--- src/hdl/owm_pkg.sv ---
package owm_pkg;

   // Bus sequence constants
   localparam int ROM_BYTES   = 8;
   localparam int BYTE_GAP_US = 100;

   // Timing register file
   localparam int NUM_REGS  = 8;
   localparam int REG_IDX_W = $clog2(NUM_REGS);
   localparam int US_W      = 10;
   localparam int CSR_DATA_W = 32;
   localparam int CSR_ADDR_W = REG_IDX_W + 2;

   localparam logic [US_W-1:0] US_MAX = {US_W{1'b1}};

   localparam logic [REG_IDX_W-1:0] REG_RESET_LOW      = 3'd0;
   localparam logic [REG_IDX_W-1:0] REG_PRESENCE_SAMPLE = 3'd1;
   localparam logic [REG_IDX_W-1:0] REG_RESET_TAIL     = 3'd2;
   localparam logic [REG_IDX_W-1:0] REG_WRITE_LOW      = 3'd3;
   localparam logic [REG_IDX_W-1:0] REG_WRITE_SLOT     = 3'd4;
   localparam logic [REG_IDX_W-1:0] REG_READ_LOW       = 3'd5;
   localparam logic [REG_IDX_W-1:0] REG_READ_SAMPLE    = 3'd6;
   localparam logic [REG_IDX_W-1:0] REG_READ_RECOVERY  = 3'd7;

   localparam logic [US_W-1:0] REG_RESET_VALUE [NUM_REGS] = '{
      10'd500, 10'd30, 10'd470, 10'd5, 10'd80, 10'd2, 10'd15, 10'd15
   };

   // Command codes
   localparam logic [2:0] CMD_RESET    = 3'd0;
   localparam logic [2:0] CMD_WR_BIT   = 3'd1;
   localparam logic [2:0] CMD_RD_BIT   = 3'd2;
   localparam logic [2:0] CMD_WR_BYTE  = 3'd3;
   localparam logic [2:0] CMD_RD_BYTE  = 3'd4;
   localparam logic [2:0] CMD_READ_ROM = 3'd5;
   localparam logic [2:0] CMD_MATCH_ROM = 3'd6;
   localparam logic [2:0] CMD_SKIP_ROM = 3'd7;

   // ROM function opcodes sent on the bus
   localparam logic [7:0] OP_READ_ROM  = 8'h33;
   localparam logic [7:0] OP_MATCH_ROM = 8'h55;
   localparam logic [7:0] OP_SKIP_ROM  = 8'hCC;

   // Front-to-back queue
   localparam int QUEUE_DEPTH = 2;
   localparam int QPTR_W      = $clog2(QUEUE_DEPTH);
   localparam int QCNT_W      = $clog2(QUEUE_DEPTH + 1);

   localparam int BYTE_POS_W = $clog2(ROM_BYTES + 1);
   localparam int ROM_IDX_W  = 3;

   typedef enum logic [3:0] {
      PH_IDLE,
      PH_RST_LOW,
      PH_RST_WAIT,
      PH_RST_TAIL,
      PH_WR_LOW,
      PH_WR_HOLD,
      PH_RD_LOW,
      PH_RD_WAIT,
      PH_RD_REC,
      PH_GAP
   } phase_type;

   // One classified item: raw fields plus the decoded start of a command
   typedef struct packed {
      logic           us_tick;
      logic           line_level;
      logic           cmd_valid;
      logic [2:0]     cmd;
      logic           load_valid;
      logic [7:0]     data_byte;
      logic [2:0]     buffer_index;
      phase_type      start_phase;
      logic [7:0]     start_shift;
   } req_item_type;

   typedef struct packed {
      logic [US_W-1:0] reset_low_us;
      logic [US_W-1:0] presence_sample_us;
      logic [US_W-1:0] reset_tail_us;
      logic [US_W-1:0] write_low_us;
      logic [US_W-1:0] write_slot_us;
      logic [US_W-1:0] read_low_us;
      logic [US_W-1:0] read_sample_us;
      logic [US_W-1:0] read_recovery_us;
   } cfg_type;

endpackage

--- src/hdl/owm_front.sv ---
module owm_front (
   input  logic                  clock,
   input  logic                  reset,
   input  logic                  req_valid,
   output logic                  req_ready,
   input  logic                  req_us_tick,
   input  logic                  req_line_level,
   input  logic                  req_cmd_valid,
   input  logic [2:0]            req_cmd,
   input  logic                  req_load_valid,
   input  logic [7:0]            req_data_byte,
   input  logic [2:0]            req_buffer_index,
   output logic                  head_valid,
   output owm_pkg::req_item_type head_item,
   input  logic                  head_pop
);

   owm_pkg::req_item_type                 item_in;
   owm_pkg::req_item_type                 q_mem_ff [owm_pkg::QUEUE_DEPTH];
   logic [owm_pkg::QPTR_W-1:0]            wr_ptr_ff, wr_ptr_in;
   logic [owm_pkg::QPTR_W-1:0]            rd_ptr_ff, rd_ptr_in;
   logic [owm_pkg::QCNT_W-1:0]            count_ff, count_in;
   logic                                  push;

   // Classify the command: first phase and first byte on the shifter
   always_comb begin
      item_in.us_tick      = req_us_tick;
      item_in.line_level   = req_line_level;
      item_in.cmd_valid    = req_cmd_valid;
      item_in.cmd          = req_cmd;
      item_in.load_valid   = req_load_valid;
      item_in.data_byte    = req_data_byte;
      item_in.buffer_index = req_buffer_index;
      item_in.start_phase  = owm_pkg::PH_WR_LOW;
      item_in.start_shift  = 8'h00;
      unique case (req_cmd)
         owm_pkg::CMD_RESET: begin
            item_in.start_phase = owm_pkg::PH_RST_LOW;
         end
         owm_pkg::CMD_WR_BIT: begin
            item_in.start_shift = {7'b0, req_data_byte[0]};
         end
         owm_pkg::CMD_RD_BIT, owm_pkg::CMD_RD_BYTE: begin
            item_in.start_phase = owm_pkg::PH_RD_LOW;
         end
         owm_pkg::CMD_WR_BYTE: begin
            item_in.start_shift = req_data_byte;
         end
         owm_pkg::CMD_READ_ROM: begin
            item_in.start_shift = owm_pkg::OP_READ_ROM;
         end
         owm_pkg::CMD_MATCH_ROM: begin
            item_in.start_shift = owm_pkg::OP_MATCH_ROM;
         end
         owm_pkg::CMD_SKIP_ROM: begin
            item_in.start_shift = owm_pkg::OP_SKIP_ROM;
         end
      endcase
   end

   assign req_ready  = (count_ff != owm_pkg::QCNT_W'(owm_pkg::QUEUE_DEPTH));
   assign push       = req_valid && req_ready;
   assign head_valid = (count_ff != '0);
   assign head_item  = q_mem_ff[rd_ptr_ff];

   // Advance pointers with wrap at the queue depth
   always_comb begin
      wr_ptr_in = wr_ptr_ff;
      rd_ptr_in = rd_ptr_ff;
      count_in  = count_ff;
      if (push) begin
         wr_ptr_in = (wr_ptr_ff == owm_pkg::QPTR_W'(owm_pkg::QUEUE_DEPTH - 1)) ?
                     '0 : wr_ptr_ff + 1'b1;
      end
      if (head_pop) begin
         rd_ptr_in = (rd_ptr_ff == owm_pkg::QPTR_W'(owm_pkg::QUEUE_DEPTH - 1)) ?
                     '0 : rd_ptr_ff + 1'b1;
      end
      if (push && !head_pop) begin
         count_in = count_ff + 1'b1;
      end else if (!push && head_pop) begin
         count_in = count_ff - 1'b1;
      end
   end

   always_ff @(posedge clock) begin
      if (reset) begin
         wr_ptr_ff <= '0;
         rd_ptr_ff <= '0;
         count_ff  <= '0;
      end else begin
         wr_ptr_ff <= wr_ptr_in;
         rd_ptr_ff <= rd_ptr_in;
         count_ff  <= count_in;
      end
   end

   // Hold queued items
   always_ff @(posedge clock) begin
      if (push) begin
         q_mem_ff[wr_ptr_ff] <= item_in;
      end
   end

endmodule

--- src/hdl/owm_seq.sv ---
module owm_seq (
   input  logic                  clock,
   input  logic                  reset,
   input  owm_pkg::cfg_type      cfg,
   input  logic                  head_valid,
   input  owm_pkg::req_item_type head_item,
   output logic                  head_pop,
   output logic                  rsp_valid,
   input  logic                  rsp_ready,
   output logic                  rsp_line_pull_low,
   output logic                  rsp_busy_res,
   output logic                  rsp_result_valid,
   output logic [7:0]            rsp_result_data,
   output logic [2:0]            rsp_result_index,
   output logic                  rsp_result_last,
   output logic                  rsp_presence
);

   owm_pkg::phase_type                 phase_ff, phase_in;
   logic [owm_pkg::US_W-1:0]           us_count_ff, us_count_in;
   logic [2:0]                         bit_pos_ff, bit_pos_in;
   logic [owm_pkg::BYTE_POS_W-1:0]     byte_pos_ff, byte_pos_in;
   logic [7:0]                         shift_ff, shift_in;
   logic [2:0]                         active_ff, active_in;
   logic                               first_ff, first_in;
   logic                               presence_ff, presence_in;
   logic [7:0]                         rom_ff [owm_pkg::ROM_BYTES];

   logic                               rom_we;
   logic [owm_pkg::ROM_IDX_W-1:0]      rom_wa;
   logic [7:0]                         rom_wd;
   logic [owm_pkg::US_W-1:0]           lim;
   logic [owm_pkg::US_W-1:0]           cnt_inc;
   logic [owm_pkg::US_W-1:0]           tmr_next;
   logic                               done;
   logic                               fin;
   logic                               step;
   logic                               out_space;
   logic                               pull;
   logic                               res_valid;
   logic [7:0]                         res_data;
   logic [2:0]                         res_index;
   logic                               res_last;

   logic                               rsp_valid_ff, rsp_valid_in;
   logic                               pull_ff, busy_ff, rvalid_ff, rlast_ff, pres_ff;
   logic [7:0]                         rdata_ff;
   logic [2:0]                         rindex_ff;

   assign out_space = !rsp_valid_ff || rsp_ready;
   assign step      = head_valid && out_space;
   assign head_pop  = step;

   // Pick the length of the current timed phase
   always_comb begin
      unique case (phase_ff)
         owm_pkg::PH_RST_LOW:  lim = cfg.reset_low_us;
         owm_pkg::PH_RST_WAIT: lim = cfg.presence_sample_us;
         owm_pkg::PH_RST_TAIL: lim = cfg.reset_tail_us;
         owm_pkg::PH_WR_LOW:   lim = cfg.write_low_us;
         owm_pkg::PH_WR_HOLD:  lim = cfg.write_slot_us;
         owm_pkg::PH_RD_LOW:   lim = cfg.read_low_us;
         owm_pkg::PH_RD_WAIT:  lim = cfg.read_sample_us;
         owm_pkg::PH_RD_REC:   lim = cfg.read_recovery_us;
         owm_pkg::PH_GAP:      lim = owm_pkg::US_W'(owm_pkg::BYTE_GAP_US);
         default:              lim = '0;
      endcase
   end

   // Count strobes with saturation, end the phase when the length is reached
   assign cnt_inc  = (head_item.us_tick && us_count_ff != owm_pkg::US_MAX) ?
                     us_count_ff + 1'b1 : us_count_ff;
   assign done     = (cnt_inc >= lim);
   assign tmr_next = done ? '0 : cnt_inc;

   // Next state and result of one step
   always_comb begin
      phase_in    = phase_ff;
      us_count_in = us_count_ff;
      bit_pos_in  = bit_pos_ff;
      byte_pos_in = byte_pos_ff;
      shift_in    = shift_ff;
      active_in   = active_ff;
      first_in    = first_ff;
      presence_in = presence_ff;
      rom_we      = 1'b0;
      rom_wa      = head_item.buffer_index;
      rom_wd      = head_item.data_byte;
      res_valid   = 1'b0;
      res_data    = 8'h00;
      res_index   = 3'd0;
      res_last    = 1'b0;
      fin         = 1'b0;

      unique case (phase_ff)
         owm_pkg::PH_IDLE: begin
            rom_we = head_item.load_valid;
            if (head_item.cmd_valid) begin
               active_in   = head_item.cmd;
               bit_pos_in  = '0;
               byte_pos_in = '0;
               us_count_in = '0;
               shift_in    = head_item.start_shift;
               phase_in    = head_item.start_phase;
            end
         end
         owm_pkg::PH_RST_LOW: begin
            us_count_in = tmr_next;
            if (done) begin
               phase_in = owm_pkg::PH_RST_WAIT;
            end
         end
         owm_pkg::PH_RST_WAIT: begin
            us_count_in = tmr_next;
            if (done) begin
               first_in = ~head_item.line_level;
               phase_in = owm_pkg::PH_RST_TAIL;
            end
         end
         owm_pkg::PH_RST_TAIL: begin
            us_count_in = tmr_next;
            if (done) begin
               presence_in = first_ff && head_item.line_level;
               res_data    = {7'b0, first_ff && head_item.line_level};
               fin         = 1'b1;
            end
         end
         owm_pkg::PH_WR_LOW: begin
            us_count_in = tmr_next;
            if (done) begin
               phase_in = owm_pkg::PH_WR_HOLD;
            end
         end
         owm_pkg::PH_WR_HOLD: begin
            us_count_in = tmr_next;
            if (done) begin
               if (active_ff == owm_pkg::CMD_WR_BIT) begin
                  fin = 1'b1;
               end else begin
                  shift_in = {1'b0, shift_ff[7:1]};
                  if (bit_pos_ff == 3'd7) begin
                     bit_pos_in = '0;
                     phase_in   = owm_pkg::PH_GAP;
                  end else begin
                     bit_pos_in = bit_pos_ff + 1'b1;
                     phase_in   = owm_pkg::PH_WR_LOW;
                  end
               end
            end
         end
         owm_pkg::PH_GAP: begin
            us_count_in = tmr_next;
            if (done) begin
               if (active_ff == owm_pkg::CMD_READ_ROM) begin
                  byte_pos_in = '0;
                  shift_in    = 8'h00;
                  phase_in    = owm_pkg::PH_RD_LOW;
               end else if (active_ff == owm_pkg::CMD_MATCH_ROM &&
                            byte_pos_ff < owm_pkg::BYTE_POS_W'(owm_pkg::ROM_BYTES)) begin
                  shift_in    = rom_ff[byte_pos_ff[owm_pkg::ROM_IDX_W-1:0]];
                  byte_pos_in = byte_pos_ff + 1'b1;
                  phase_in    = owm_pkg::PH_WR_LOW;
               end else begin
                  fin = 1'b1;
               end
            end
         end
         owm_pkg::PH_RD_LOW: begin
            us_count_in = tmr_next;
            if (done) begin
               phase_in = owm_pkg::PH_RD_WAIT;
            end
         end
         owm_pkg::PH_RD_WAIT: begin
            us_count_in = tmr_next;
            if (done) begin
               if (active_ff == owm_pkg::CMD_RD_BIT) begin
                  res_data = {7'b0, head_item.line_level};
                  fin      = 1'b1;
               end else begin
                  shift_in = {head_item.line_level, shift_ff[7:1]};
                  phase_in = owm_pkg::PH_RD_REC;
               end
            end
         end
         owm_pkg::PH_RD_REC: begin
            us_count_in = tmr_next;
            if (done) begin
               if (bit_pos_ff != 3'd7) begin
                  bit_pos_in = bit_pos_ff + 1'b1;
                  phase_in   = owm_pkg::PH_RD_LOW;
               end else if (active_ff == owm_pkg::CMD_READ_ROM) begin
                  // Store and report each ROM byte
                  rom_we    = 1'b1;
                  rom_wa    = byte_pos_ff[owm_pkg::ROM_IDX_W-1:0];
                  rom_wd    = shift_ff;
                  res_valid = 1'b1;
                  res_data  = shift_ff;
                  res_index = byte_pos_ff[owm_pkg::ROM_IDX_W-1:0];
                  if (byte_pos_ff + 1'b1 >= owm_pkg::BYTE_POS_W'(owm_pkg::ROM_BYTES)) begin
                     res_last = 1'b1;
                     phase_in = owm_pkg::PH_IDLE;
                  end else begin
                     byte_pos_in = byte_pos_ff + 1'b1;
                     bit_pos_in  = '0;
                     shift_in    = 8'h00;
                     phase_in    = owm_pkg::PH_RD_LOW;
                  end
               end else begin
                  res_data = shift_ff;
                  fin      = 1'b1;
               end
            end
         end
         default: begin
            phase_in = owm_pkg::PH_IDLE;
         end
      endcase

      if (fin) begin
         res_valid = 1'b1;
         res_last  = 1'b1;
         phase_in  = owm_pkg::PH_IDLE;
      end
   end

   // Drive the bus low in low phases, and in a write hold for a zero bit
   always_comb begin
      pull = 1'b0;
      if (phase_in == owm_pkg::PH_RST_LOW || phase_in == owm_pkg::PH_WR_LOW ||
          phase_in == owm_pkg::PH_RD_LOW) begin
         pull = 1'b1;
      end else if (phase_in == owm_pkg::PH_WR_HOLD && !shift_in[0]) begin
         pull = 1'b1;
      end
   end

   always_comb begin
      rsp_valid_in = rsp_valid_ff;
      if (step) begin
         rsp_valid_in = 1'b1;
      end else if (rsp_ready) begin
         rsp_valid_in = 1'b0;
      end
   end

   // Sequencer state register
   always_ff @(posedge clock) begin
      if (reset) begin
         phase_ff     <= owm_pkg::PH_IDLE;
         us_count_ff  <= '0;
         bit_pos_ff   <= '0;
         byte_pos_ff  <= '0;
         shift_ff     <= '0;
         active_ff    <= '0;
         first_ff     <= 1'b0;
         presence_ff  <= 1'b0;
         rsp_valid_ff <= 1'b0;
      end else begin
         rsp_valid_ff <= rsp_valid_in;
         if (step) begin
            phase_ff    <= phase_in;
            us_count_ff <= us_count_in;
            bit_pos_ff  <= bit_pos_in;
            byte_pos_ff <= byte_pos_in;
            shift_ff    <= shift_in;
            active_ff   <= active_in;
            first_ff    <= first_in;
            presence_ff <= presence_in;
         end
      end
   end

   // ROM buffer and result register
   always_ff @(posedge clock) begin
      if (step && rom_we) begin
         rom_ff[rom_wa] <= rom_wd;
      end
      if (step) begin
         pull_ff   <= pull;
         busy_ff   <= (phase_in != owm_pkg::PH_IDLE);
         rvalid_ff <= res_valid;
         rdata_ff  <= res_data;
         rindex_ff <= res_index;
         rlast_ff  <= res_last;
         pres_ff   <= presence_in;
      end
   end

   assign rsp_valid         = rsp_valid_ff;
   assign rsp_line_pull_low = pull_ff;
   assign rsp_busy_res      = busy_ff;
   assign rsp_result_valid  = rvalid_ff;
   assign rsp_result_data   = rdata_ff;
   assign rsp_result_index  = rindex_ff;
   assign rsp_result_last   = rlast_ff;
   assign rsp_presence      = pres_ff;

endmodule

--- src/hdl/one_wire_bus_master.sv ---
// Channel | Direction | Handshake            | Payload
// req     | in        | req_valid/req_ready  | us_tick, line_level, cmd_valid, cmd, load_valid,
//         |           |                      | data_byte, buffer_index
// rsp     | out       | rsp_valid/rsp_ready  | line_pull_low, busy_res, result_valid, result_data,
//         |           |                      | result_index, result_last, presence
// csr     | in/out    | APB psel/penable     | eight 10-bit slot timings at byte address 4*i
//
// One item is taken per clock cycle sustained while rsp keeps up; its result reaches rsp
// through the two-entry command queue, which the transfer fills, and then the result
// register, which a sequencer step fills.
// The sequencer steps once per item and needs rsp space to do so; a stalled rsp fills the
// queue, after which req_ready drops until a result transfers.
// Synchronous active-high reset idles the sequencer, empties the queue and loads the default
// timings; the ROM buffer holds whatever was last written.
module one_wire_bus_master (
   input  logic                              clock,
   input  logic                              reset,
   input  logic                              req_valid,
   output logic                              req_ready,
   input  logic                              req_us_tick,
   input  logic                              req_line_level,
   input  logic                              req_cmd_valid,
   input  logic [2:0]                        req_cmd,
   input  logic                              req_load_valid,
   input  logic [7:0]                        req_data_byte,
   input  logic [2:0]                        req_buffer_index,
   output logic                              rsp_valid,
   input  logic                              rsp_ready,
   output logic                              rsp_line_pull_low,
   output logic                              rsp_busy_res,
   output logic                              rsp_result_valid,
   output logic [7:0]                        rsp_result_data,
   output logic [2:0]                        rsp_result_index,
   output logic                              rsp_result_last,
   output logic                              rsp_presence,
   input  logic                              csr_psel,
   input  logic                              csr_penable,
   input  logic                              csr_pwrite,
   input  logic [owm_pkg::CSR_ADDR_W-1:0]    csr_paddr,
   input  logic [owm_pkg::CSR_DATA_W-1:0]    csr_pwdata,
   output logic [owm_pkg::CSR_DATA_W-1:0]    csr_prdata,
   output logic                              csr_pready
);

   logic [owm_pkg::US_W-1:0]       csr_reg_ff [owm_pkg::NUM_REGS];
   logic [owm_pkg::REG_IDX_W-1:0]  csr_idx;
   logic                           csr_wr;
   owm_pkg::cfg_type               cfg;
   owm_pkg::req_item_type          head_item;
   logic                           head_valid;
   logic                           head_pop;

   // Register file write and read
   assign csr_pready = 1'b1;
   assign csr_idx    = csr_paddr[owm_pkg::CSR_ADDR_W-1:2];
   assign csr_wr     = csr_psel && csr_penable && csr_pwrite && csr_pready;
   assign csr_prdata = {{(owm_pkg::CSR_DATA_W - owm_pkg::US_W){1'b0}}, csr_reg_ff[csr_idx]};

   always_ff @(posedge clock) begin
      if (reset) begin
         csr_reg_ff <= owm_pkg::REG_RESET_VALUE;
      end else if (csr_wr) begin
         csr_reg_ff[csr_idx] <= csr_pwdata[owm_pkg::US_W-1:0];
      end
   end

   assign cfg.reset_low_us       = csr_reg_ff[owm_pkg::REG_RESET_LOW];
   assign cfg.presence_sample_us = csr_reg_ff[owm_pkg::REG_PRESENCE_SAMPLE];
   assign cfg.reset_tail_us      = csr_reg_ff[owm_pkg::REG_RESET_TAIL];
   assign cfg.write_low_us       = csr_reg_ff[owm_pkg::REG_WRITE_LOW];
   assign cfg.write_slot_us      = csr_reg_ff[owm_pkg::REG_WRITE_SLOT];
   assign cfg.read_low_us        = csr_reg_ff[owm_pkg::REG_READ_LOW];
   assign cfg.read_sample_us     = csr_reg_ff[owm_pkg::REG_READ_SAMPLE];
   assign cfg.read_recovery_us   = csr_reg_ff[owm_pkg::REG_READ_RECOVERY];

   owm_front u_front (
      .clock            (clock),
      .reset            (reset),
      .req_valid        (req_valid),
      .req_ready        (req_ready),
      .req_us_tick      (req_us_tick),
      .req_line_level   (req_line_level),
      .req_cmd_valid    (req_cmd_valid),
      .req_cmd          (req_cmd),
      .req_load_valid   (req_load_valid),
      .req_data_byte    (req_data_byte),
      .req_buffer_index (req_buffer_index),
      .head_valid       (head_valid),
      .head_item        (head_item),
      .head_pop         (head_pop)
   );

   owm_seq u_seq (
      .clock             (clock),
      .reset             (reset),
      .cfg               (cfg),
      .head_valid        (head_valid),
      .head_item         (head_item),
      .head_pop          (head_pop),
      .rsp_valid         (rsp_valid),
      .rsp_ready         (rsp_ready),
      .rsp_line_pull_low (rsp_line_pull_low),
      .rsp_busy_res      (rsp_busy_res),
      .rsp_result_valid  (rsp_result_valid),
      .rsp_result_data   (rsp_result_data),
      .rsp_result_index  (rsp_result_index),
      .rsp_result_last   (rsp_result_last),
      .rsp_presence      (rsp_presence)
   );

   // A full queue only comes from a stalled result
   a_full_needs_stall: assert property (@(posedge clock) disable iff (reset)
      !req_ready |-> rsp_valid)
      else $error("command queue full without a pending result");

   // The last flag only marks a valid result
   a_last_is_valid: assert property (@(posedge clock) disable iff (reset)
      (rsp_valid && rsp_result_last) |-> rsp_result_valid)
      else $error("result_last without result_valid");

   // An idle master releases the bus
   a_idle_release: assert property (@(posedge clock) disable iff (reset)
      (rsp_valid && !rsp_busy_res) |-> !rsp_line_pull_low)
      else $error("bus pulled low while idle");

   // A byte position is reported only with a result
   a_index_with_result: assert property (@(posedge clock) disable iff (reset)
      (rsp_valid && rsp_result_index != 3'd0) |-> rsp_result_valid)
      else $error("result_index set without a result");

endmodule

--- config.mk ---
export PLATFORM = sky130hd
export DESIGN_NAME = one_wire_bus_master
export DESIGN_NICKNAME = d
export VERILOG_FILES = /design/src/hdl/owm_pkg.sv /design/src/hdl/owm_front.sv /design/src/hdl/owm_seq.sv /design/src/hdl/one_wire_bus_master.sv
export SDC_FILE = /design/constraint.sdc
export NUM_CORES = 1
export LEC_CHECK = 0
export ABC_AREA = 1
export BUFFER_PORTS_ARGS = -buffer_cell sky130_fd_sc_hd__buf_2
export CORE_MARGIN = 5
export CORE_UTILIZATION = 60
export DETAILED_ROUTE_END_ITERATION = 10
export PLACE_DENSITY = 0.89
export SLEW_MARGIN = 20
export SYNTH_ARGS = -nofsm -noshare
export SYNTH_HDL_FRONTEND = slang
export SYNTH_SLANG_ARGS = --single-unit
--- constraint.sdc ---
create_clock -name clock -period 4.5 [get_ports clock]
set_clock_uncertainty 0.2 [all_clocks]
set_input_delay 0.225 -clock clock [delete_from_list [all_inputs] [get_ports clock]]
set_output_delay 0.225 -clock clock [all_outputs]
set_load 0.005 [all_outputs]
# == After elaboration in Yosys (flattened, before gate mapping) ==
# Memories as Yosys holds them, arrays and structs flattened. A register that Yosys moved wholly into a read port is not among the register bits.
# Cells that the tools add are included.
# totals
regBits,135
latchBits,0
mem_bits_rw,122
rom_bits,0
in_bits,62
output_inout_bits,51
word_cells,242
mem_count,2
# op_classes
addsub,7
mul,0
div_mod_pow,0
magnitude_cmp,5
n_eq_ne,41
shifts,0
mux,116
bitwise,5
n_reduce_logical,38
# memory_table
name,depth,word_bits,rd,rd_ports_with_merged_regs,wr,line_no,rtl
u_seq.rom_ff,8,8,1,1,1,owm_seq.sv:27,logic [7:0] rom_ff [owm_pkg::ROM_BYTES];
u_front.q_mem_ff,2,29,1,1,1,owm_front.sv:19,owm_pkg::req_item_type q_mem_ff [owm_pkg::QUEUE_DEPTH];
# ops
op,count
2-to-1 mux 8 bit,19
2-to-1 mux 4 bit,25
case mux 10 bit (9 select lines),1
bitwise mux 80 bit,1
case mux 8 bit (5 select lines),2
2-to-1 mux 10 bit,6
2-to-1 mux 3 bit,15
case mux 4 bit (10 select lines),1
2-to-1 mux 1 bit,35
binary-select mux 10 bit (select 3 bit),1
demux 10 bit (select 3 bit),1
"== test 4 x 3 -> 1 bit, second input constant",7
case mux 8 bit (3 select lines),1
"== test 3 bit, second input constant",7
case mux 10 bit (2 select lines),1
AND reduction 13 bit,1
logical AND 1 bit,12
"!= test 2 bit, second input constant",6
case mux 4 bit (3 select lines),1
"adder 10 x 1 -> 10 bit, second input constant",1
>= comparator 10 bit,1
"!= test 10 bit, second input constant",1
"!= test 2 x 1 -> 1 bit, second input constant",5
"== test 3 x 2 -> 1 bit, second input constant",3
other kinds (36),58

# == Logic depth before layout (Yosys ltp) ==
# Gate-level depths: netlist of the first run.
# depth
word_depth,11
mapped_depth,28
ltp_nobuf,26

# == Modules after synthesis ==
# Synthesis of the first run repeated with hierarchy kept, for this count alone.
# unflattened
cells_unflattened,1638
area_unflattened_um2,13396.6
# modules_own_cells
mod,n_inst,cells_each,area_each_um2,seq_area_each_um2
owm_seq,1,794,6591.3,3163.0
one_wire_bus_master,1,686,4290.4,1601.5
owm_front,1,158,2514.9,1841.8

# == Least setup slack after synthesis of the first run ==
# Ideal clock, no wire load.
# synth_path
kind,register to register
startpoint,reg u_seq.us_count_ff[0] (netlist bit)
endpoint,"mem u_seq.rom_ff[1][0], enable pin"
setup_ns,0.370
arrival_ns,3.284
required_ns,3.930
slack_ns,0.645
stages_incl_launch_ff,24
path_buffers,1
period_less_slack_ns,3.855
path_cell_list,dfxtp_1 -> ha_1 -> inv_1 -> nor2_1 -> nand2_1 -> nor2_1 -> nand3_1 -> nand2_1 -> nor3_1 -> nand2_1 -> xor2_1 -> inv_1 -> ha_1 -> nand2_1 -> nor2_1 -> nand3_1 -> nand3_4 -> nand2_1 -> inv_2 -> nand2_2 -> buf_2 -> a21oi_1 -> nand2_1 -> nor2_1
# synth_via
elab_chain_len,9
word_cells_on_any_way,12
cone_classes,add/sub: 1; order compare: 1; eq/ne: 1; mux: 7; reduce/logical: 2
# synth_lines
item,line_no,rtl
"start, declared",owm_seq.sv:20,"logic [owm_pkg::US_W-1:0] us_count_ff, us_count_in;"
"start signal, assigned",owm_seq.sv:263,us_count_ff <= us_count_in;
"parallel branches: the longest is 2 deep, another holds adder 10 x 1 -> 10 bit",-,
2-to-1 mux 10 bit (*),owm_seq.sv:71,assign cnt_inc = (head_item.us_tick && us_count_ff != owm_pkg::US_MAX) ?
>= comparator 10 bit (*),owm_seq.sv:73,assign done = (cnt_inc >= lim);
2-to-1 mux 1 bit,owm_seq.sv:188,if (done) begin
case mux 1 bit (2 select lines),owm_seq.sv:95,unique case (phase_ff)
logical AND 1 bit,owm_seq.sv:276,if (step && rom_we) begin
2-to-1 mux 1 bit,owm_seq.sv:276,
2-to-1 mux 1 bit (not written as such),owm_seq.sv:277,rom_ff[rom_wa] <= rom_wd;
"end, declared",owm_seq.sv:27,
# Mark *: on every way between the ends.

# == Worst setup path after layout of the first run ==
# layout_path
startpoint,reg u_seq.phase_ff[3]
endpoint,"mem u_seq.rom_ff[6][7], enable pin"
# layout_via
elab_chain_len,8
word_cells_on_any_way,19
cone_classes,order compare: 1; eq/ne: 9; mux: 7; reduce/logical: 2
# layout_lines
item,line_no,rtl
"start, declared",owm_seq.sv:19,"owm_pkg::phase_type phase_ff, phase_in;"
"start signal, assigned",owm_seq.sv:250,phase_ff <= owm_pkg::PH_IDLE;
"start signal, assigned",owm_seq.sv:262,phase_ff <= phase_in;
"== test 4 bit, or another cell as far along",owm_seq.sv:56,unique case (phase_ff)
case mux 10 bit (9 select lines),owm_seq.sv:56,
>= comparator 10 bit,owm_seq.sv:73,
2-to-1 mux 1 bit,owm_seq.sv:188,
case mux 1 bit (2 select lines),owm_seq.sv:95,
logical AND 1 bit,owm_seq.sv:276,
2-to-1 mux 1 bit,owm_seq.sv:276,
2-to-1 mux 1 bit (not written as such),owm_seq.sv:277,
# Parallel ways exist; a longest one is shown, timed or not.

==> results.md, run 1 <==
- Static leakage power: 5.95 nW
- R2R Path Start: u_seq.phase_ff[3]$_SDFFE_PP0P_
- Fillers: 1447
- Avg Cell Area, Syn: 8.76 um^2
- Ant diodes: 0
- Initial antenna violation count: 1
- Final period util: 0.936
- Final hold slack: 0.0556 ns
- Slew @ Worst Pin: 1.07 ns
- Netlist Area Pre-Place: 12400 um^2
- Total Routing Usage GR: 0.289
- Iter 0 DRT Violations: 1438
- Setup violators final: 0
- Crit start category: register
- Clock period minus worst slack: 4.21 ns
- Area Overhead vs Synth: 17.1%
- Synth async-reset ratio: 0
- Critical setup path kind: register to register
- HPWL Detailed: 23.5 mm
- I/O Buffers: 65
- Req. time, crit path: 4.53 ns
- Main synth FF type: edfxtp_1
- WL final: 35.2 mm
- Share of layout cells above drive strength 1: 0.170
- Root Driver: clkbuf_16
- F_max: 238 MHz
- Status: finished, final reports clean
- Routed Antenna Nets: 0
- First-pass GRT wire length: 55.1 mm
- CTS Sinks: 261
- Cts bufs inserted: 26
- Total Neg Setup Slack: 0 ns
- RD Place Congestion: 0.968
- Crit path max fanout: 8
- # rows: 52
- CORE AREA: 20200 um^2
- TritonRoute pass-1 iters: 6
- PwrDens: 588 nW/um^2
- Maximum vdd ir drop: 0.517 mV
- Commonest non-fill, non-tap cell in the layout: nand2_1
- Rel. slew slack: 0.281
- Yosys cell types: 50
- Max-slew violations: 0
- Crit path DAT: 4.24 ns
- Worst-path clk slew: 0.06 ns
- Total number of vias: 11.0k
- Grt ovf: 0
- Largest net degree at the start of global routing: 51
- Sequential area share after synthesis: 0.534
- Post-DR vias/cell: 5.99
- Starting Density: 0.611
- Endpoints failing hold: 0
- Final core utilization: 0.715
- Worst skew pair latency: 0.55 ns
- DRC: 0
- Crit path launch: u_seq.phase_ff[3]$_SDFFE_PP0P_
- Worst Hold Launch: reset
- Yosys warnings: 0
- CTS tree: yes
- Post-synth EDFFs: 138
- Die Ht: 154 um
- Die area: 23600 um^2
- Die Wd: 154 um
- Io pins: 113
- Max Buffers Root-to-Sink: 3
- Depth of the CTS H-tree: 1
- Maxcap violations: 0
- Avg WL per Cell: 19.1 um
- Vias in the first global route: 10.5k
- Most frequent cells in the layout: nand2_1, edfxtp_1, inv_1
- Worst hold-check path type: input pin to register
- Buffer count from post-CTS setup fixing: 0
- Synthesized netlist cell count: 1411
- Kind of end point of the critical path: register
- Synth Register Bits: 261
- Final #Nets: 1626
[per-stage QoR]
step / std cells / worst slack, ns / power [mW] / instance area, um^2
floorplan: 1432 / 0.645 / 5.01 / 12400
global placement: 1759 / 0.440 / 6.06 / 13200
detailed placement: 1759 / 0.347 / 6.14 / 13200
CTS: 1839 / 0.228 / 8.41 / 14400
global route: 1839 / -0.0283 / 8.97 / 14500
finish: 1839 / 0.290 / 8.51 / 14500
[critical path, stage by stage (launching register included)]
cell     delay (ns)
dfxtp_1        0.35
inv_2          0.05
nand2_2        0.11
nor2_1         0.11
nand2_1        0.25
buf_4          0.21
o22ai_1        0.07
nor4_1         0.60
ha_1           0.24
nand2_1        0.07
nor2_1         0.17
nand2_1        0.16
nand3_4        0.13
nand2_1        0.09
inv_2          0.08
nand2_2        0.11
buf_4          0.21
o21ai_1        0.22
nand2_1        0.12
nor2_1         0.16
buf_4          0.20
[synth_stat cells (2+ instances only)]
| cell type | instances | area (um^2) |
|---|---|---|
| o21ai_0 | 97 | 485 |
| nand4_1 | 12 | 75.1 |
| nand2_4 | 3 | 33.8 |
| inv_1 | 139 | 522 |
| o21bai_1 | 2 | 15.0 |
| a2111oi_0 | 3 | 26.3 |
| edfxtp_1 | 138 | 4140 |
| nor2_2 | 11 | 68.8 |
| xnor2_1 | 5 | 43.8 |
| nand2_2 | 5 | 31.3 |
| o22ai_1 | 40 | 250 |
| nor4_1 | 6 | 37.5 |
| o21ai_1 | 30 | 150 |
| a21oi_1 | 106 | 531 |
| clkinv_1 | 2 | 7.51 |
| nand3b_1 | 2 | 15.0 |
| a32o_1 | 3 | 30.0 |
| nor2_1 | 106 | 398 |
| dfxtp_1 | 123 | 2460 |
| o221ai_1 | 4 | 35.0 |
| inv_2 | 28 | 105 |
| ha_1 | 15 | 188 |
| buf_2 | 14 | 70.1 |
| nor3_4 | 4 | 65.1 |
| a221oi_1 | 19 | 166 |
| conb_1 | 2 | 7.51 |
| a31oi_1 | 7 | 43.8 |
| nor2_4 | 3 | 33.8 |
| clkbuf_1 | 29 | 109 |
| a22oi_1 | 8 | 60.1 |
| buf_1 | 4 | 15.0 |
| buf_4 | 25 | 188 |
| xor2_1 | 3 | 26.3 |
| inv_4 | 2 | 12.5 |
| nor3_1 | 6 | 30.0 |
| o211ai_1 | 28 | 210 |
| a21oi_2 | 2 | 17.5 |
| nand2_1 | 272 | 1020 |
| nor3_2 | 6 | 60.1 |
| nand3_1 | 71 | 355 |
| or2_2 | 17 | 106 |
[final cells by class]
cell class	instances	area, um^2	share of cell area
sequential	261	6610	0.457
multi-input combinational	927	4830	0.334
timing repair buffer	162	1130	0.0783
clock buffer	41	808	0.0559
inverter	171	647	0.0447
tap	270	338	0.0233
clock inverter	7	104	0.00718
[registers in the layout (all words and copies together), names as in the netlist, 4 cells and up, named ones only]
register               flops
u_seq.shift_ff             8
u_seq.rom_ff              64
u_seq.us_count_ff         10
u_seq.rsp_result_data      8
u_seq.phase_ff             4
u_seq.byte_pos_ff          4
u_front.q_mem_ff          58
cfg                       80
[where the power goes]
group,total (mW),internal (mW),switching [mW]
registers,3.07,2.91,0.155
logic,3.17,1.06,2.11
clock network,2.27,1.35,0.915
total,8.51,5.33,3.18
[kinds of logic after synthesis]
group                      after synthesis  share of synthesized area
and+or+nand+nor                        527                      0.193
DFF                                    261                      0.534
xor gates and xnor gates                 8                    0.00567
other                                    2                   0.000608
buffers and inverters                  244                     0.0841
AOI/OAI and AO/OA                      353                      0.167
adders and majority gates               15                     0.0152
muxes                                    1                   0.000810
[per-layer routing]
| metal | part of all wire | GRT usage | up-vias |
|---|---|---|---|
| met5 | 0.00057 | 0 | - |
| met4 | 0.051 | 0.134 | 2 |
| met3 | 0.11 | 0.0520 | 160 |
| met2 | 0.47 | 0.471 | 750 |
| met1 | 0.37 | 0.378 | 5017 |
| li1 | - | - | 5085 |
[path summary, 6_finish.rpt]
path,end,slack [ns],cells after the start
worst max register to register,u_seq.rom_ff[6][7]$_DFFE_PP_,0.29,20
worst min-delay path,u_seq.rsp_valid$_SDFFE_PP0P_,0.06,2
worst min register to register,u_front.rd_ptr_ff$_SDFFE_PP0P_,0.26,1
worst max-delay path,u_seq.rom_ff[6][7]$_DFFE_PP_,0.29,20
[timing repair]
action / 4_1_cts / 5_1_grt
hold buffers: 32 / 0
resized for setup: 0 / 8
endpoints found under the setup margin: 0 / 67
hold endpoints to repair: 139 / 0
Power figures use the tool's default switching activity.
==> run 2, diff against run 1 <==
==> constraint.sdc (replaced) <==
create_clock -name clock -period 4.5 [get_ports clock]
set_clock_uncertainty 0.2 [all_clocks]
set_input_delay 0.675 -clock clock [delete_from_list [all_inputs] [get_ports clock]]
set_output_delay 0.675 -clock clock [all_outputs]
set_load 0.005 [all_outputs]
==> run 2 against run 1 <==
Net effect: sequential share of layout area up 0.90 points; routed wire length is 1.2% lower; fmax down 1.7%; die area unchanged; via count decreased by 1.2%; critical endpoint is now u_seq.rom_ff[3][1]$_DFFE_PP_.
==> results.md, run 2 (same netlist as run 1, synthesis figures left out) <==
- Depth of the CTS H-tree: 1 (unchanged)
- Area Overhead vs Synth: 14.8%
- Max Buffers Root-to-Sink: 3 (unchanged)
- Starting Density: 0.611 (unchanged)
- Worst reg2reg endpoint: u_seq.rom_ff[3][1]$_DFFE_PP_
- Total Routing Usage GR: 0.283 (-0.00601)
- Fin cells: 1802 (-2.0%)
- Clock share of power: 0.278 (+0.011)
- Worst skew pair latency: 0.53 ns (-0.02 ns)
- Static leakage power: 5.82 nW (-2.2%)
- Final period util: 0.952 (+0.0163)
- Io pins: 113 (unchanged)
- Most used cell, CP: buf_4
- Sw Share: 0.369 (-0.00451)
- Critical setup path kind: register to register
- PwrDens: 604 nW/um^2 (+2.7%)
- Worst-path clk slew: 0.06 ns (about the same)
- Avg WL per Cell: 19.3 um (+0.79%)
- Logic pwr share: 0.361 (-0.012)
- DRC: 0 (unchanged)
- Dpl cell area: 13200 um^2 (-0.28%)
- CORE AREA: 20200 um^2 (unchanged)
- Die Wd: 154 um (unchanged)
- Final Cell Area: 14200 um^2 (-1.9%)
- RD Place Congestion: 1.00 (+3.4%)
- Total number of vias: 10.9k (-1.2%)
- Final #Nets: 1589 (-2.3%)
- Slew @ Worst Pin: 1.05 ns (-0.0219 ns)
- Crit path DAT: 4.30 ns (+0.06 ns)
- Worst path slowest cell: a2111oi_2
- Hold_buf cts: 0 (-100%)
- R2R setup slack: 0.22 ns (-0.07 ns)
- Placed cell count: 1754 (-0.28%)
- Sw power: 3.17 mW (-0.46%)
- Routed Antenna Nets: 0 (unchanged)
- Ant diodes: 0 (unchanged)
- Root Driver: clkbuf_16
- Crit start category: register
- Kind of end point of the critical path: register
- Critical path destination: u_seq.rom_ff[3][1]$_DFFE_PP_
- Crit path launch: u_seq.phase_ff[2]$_SDFFE_PP0P_
- HPWL Detailed: 23.4 mm (-0.67%)
- P_int: 5.41 mW (+1.5%)
- Largest net degree at the start of global routing: 64 (+25%)
- Clock period minus worst slack: 4.28 ns (+0.0733 ns)
- Status: finished, final reports clean
- # rows: 52 (unchanged)
- First-pass GRT wire length: 54.4 mm (-1.4%)
- Slowest stage delay, CP: 0.47 ns (-0.13 ns)
- Share of layout cells above drive strength 1: 0.176 (+0.00605)
- Die Ht: 154 um (unchanged)
- R2R Path Start: u_seq.phase_ff[2]$_SDFFE_PP0P_
- Endpoints failing hold: 0 (unchanged)
- Reg power frac: 0.361 (about the same)
- WL final: 34.7 mm (-1.2%)
- FF-to-FF path depth: 20 (unchanged)
- CTS tree: yes
- Maxcap violations: 0 (unchanged)
- Rel. slew slack: 0.298 (+0.0175)
- Die area: 23600 um^2 (unchanged)
- Post-DR vias/cell: 6.04 (+0.86%)
- CTS Sinks: 261 (unchanged)
- Setup violators final: 0 (unchanged)
- Worst hold-check path type: input pin to register
- Grt ovf: 0 (unchanged)
- Top delay family on crit path: compound AO/OA/AOI/OAI gates
- TritonRoute pass-1 iters: 8 (+2)
- WP buf/inv: 6 (+1)
- Cts bufs inserted: 26 (unchanged)
- Vias in the first global route: 10.3k (-1.9%)
- Commonest non-fill, non-tap cell in the layout: nand2_1
- Req. time, crit path: 4.52 ns (about the same)
- I/O Buffers: 65 (unchanged)
- F_max: 233 MHz (-1.7%)
- Largest register FFs: 80 (unchanged)
- Maximum vdd ir drop: 0.703 mV (+36%)
- Iter 0 DRT Violations: 1565 (+8.8%)
- Initial antenna violation count: 0 (-1)
- Most frequent cells in the layout: nand2_1, edfxtp_1, inv_1
- Crit path depth: 20 (unchanged)
- Max-slew violations: 0 (unchanged)
- Crit path max fanout: 8 (unchanged)
- CP Cell Sequence: buf_4 > nor2_1 > inv_1 > nor2_1 > inv_1 > o21ai_0 > a2111oi_2 > buf_4 > ha_1 > a21o_1 > nor2_2 > nand3_4 > nand2_1 > inv_2 > nand2_2 > o211ai_1 > o21ai_1 > nand2_1 > nor2_2 > buf_4
- Final hold slack: 0.130 ns (+0.0741 ns)
[run 2: worst min path at each step]
stage	from	endpoint	slack, ns	cells past startpoint
3_5_place_dp	u_front.rd_ptr_ff$_SDFFE_PP0P_	u_front.rd_ptr_ff$_SDFFE_PP0P_	0.25	1
6_report	req_cmd_valid	u_front.q_mem_ff[0][26]$_DFFE_PP_	0.13	1
3_3_place_gp	u_front.rd_ptr_ff$_SDFFE_PP0P_	u_front.rd_ptr_ff$_SDFFE_PP0P_	0.24	1
5_1_grt	req_line_level	u_front.q_mem_ff[0][27]$_DFFE_PP_	0.13	1
4_1_cts	req_cmd_valid	u_front.q_mem_ff[0][26]$_DFFE_PP_	0.12	1
2_1_floorplan	u_front.rd_ptr_ff$_SDFFE_PP0P_	register	0.23	1
[run 2: what timing repair did]
item                                    in CTS  in global routing
resized for setup                            2                 16
buffers inserted                             0                  0
cloned                                       0                  0
endpoints found under the setup margin       8                 74
pin swaps                                    0                  0
[run 2: area by class of cell]
| type | instances | area (um^2) |
|---|---|---|
| clock buffer | 36 | 761 |
| clock inverter | 12 | 193 |
| fill | 1476 | 6040 |
| inverter | 171 | 649 |
| multi-input combinational | 927 | 4870 |
| sequential | 261 | 6610 |
| tap | 270 | 338 |
| timing repair buffer | 125 | 776 |
[run 2: worst register-to-register path, cell delays in order (launching register included)]
cell and delay, ns:
dfxtp_1 0.37, buf_4 0.16, nor2_1 0.06, inv_1 0.09, nor2_1 0.05, inv_1 0.33
o21ai_0 0.17, a2111oi_2 0.47, buf_4 0.18, ha_1 0.24, a21o_1 0.20, nor2_2 0.17
nand3_4 0.12, nand2_1 0.12, inv_2 0.05, nand2_2 0.17, o211ai_1 0.15, o21ai_1 0.13
nand2_1 0.16, nor2_2 0.17, buf_4 0.20
[run 2: power by group through the flow]
stage	registers, mW	logic [mW]	clock network, mW
after floorplan	3.07	1.93	0
after global placement	3.12	2.91	0
after detailed placement	3.13	2.99	0
after CTS	3.08	3.02	2.39
after global routing	3.12	3.39	2.51
final	3.09	3.09	2.39
[run 2: stage by stage]
stage | util | worst slack [ns] | TNS (ns) | total power, mW
6_report | 0.701 | 0.216 | 0 | 8.57
5_1_grt | 0.701 | -0.00713 | -0.0739 | 9.02
4_1_cts | 0.698 | 0.0938 | 0 | 8.50
3_5_place_dp | 0.651 | 0.0473 | 0 | 6.12
3_3_place_gp | 0.651 | 0.136 | 0 | 6.02
2_1_floorplan | - | 0.645 | 0 | 5.01
[run 2: layer usage]
| layer | vias to the layer above | track usage | wire (um) |
|---|---|---|---|
| li1 | 5014 | - | - |
| met1 | 4997 | 0.378 | 12800 |
| met2 | 733 | 0.476 | 16500 |
| met3 | 141 | 0.0410 | 4030 |
| met4 | 0 | 0.0980 | 1500 |
| met5 | - | 0 | 0 |
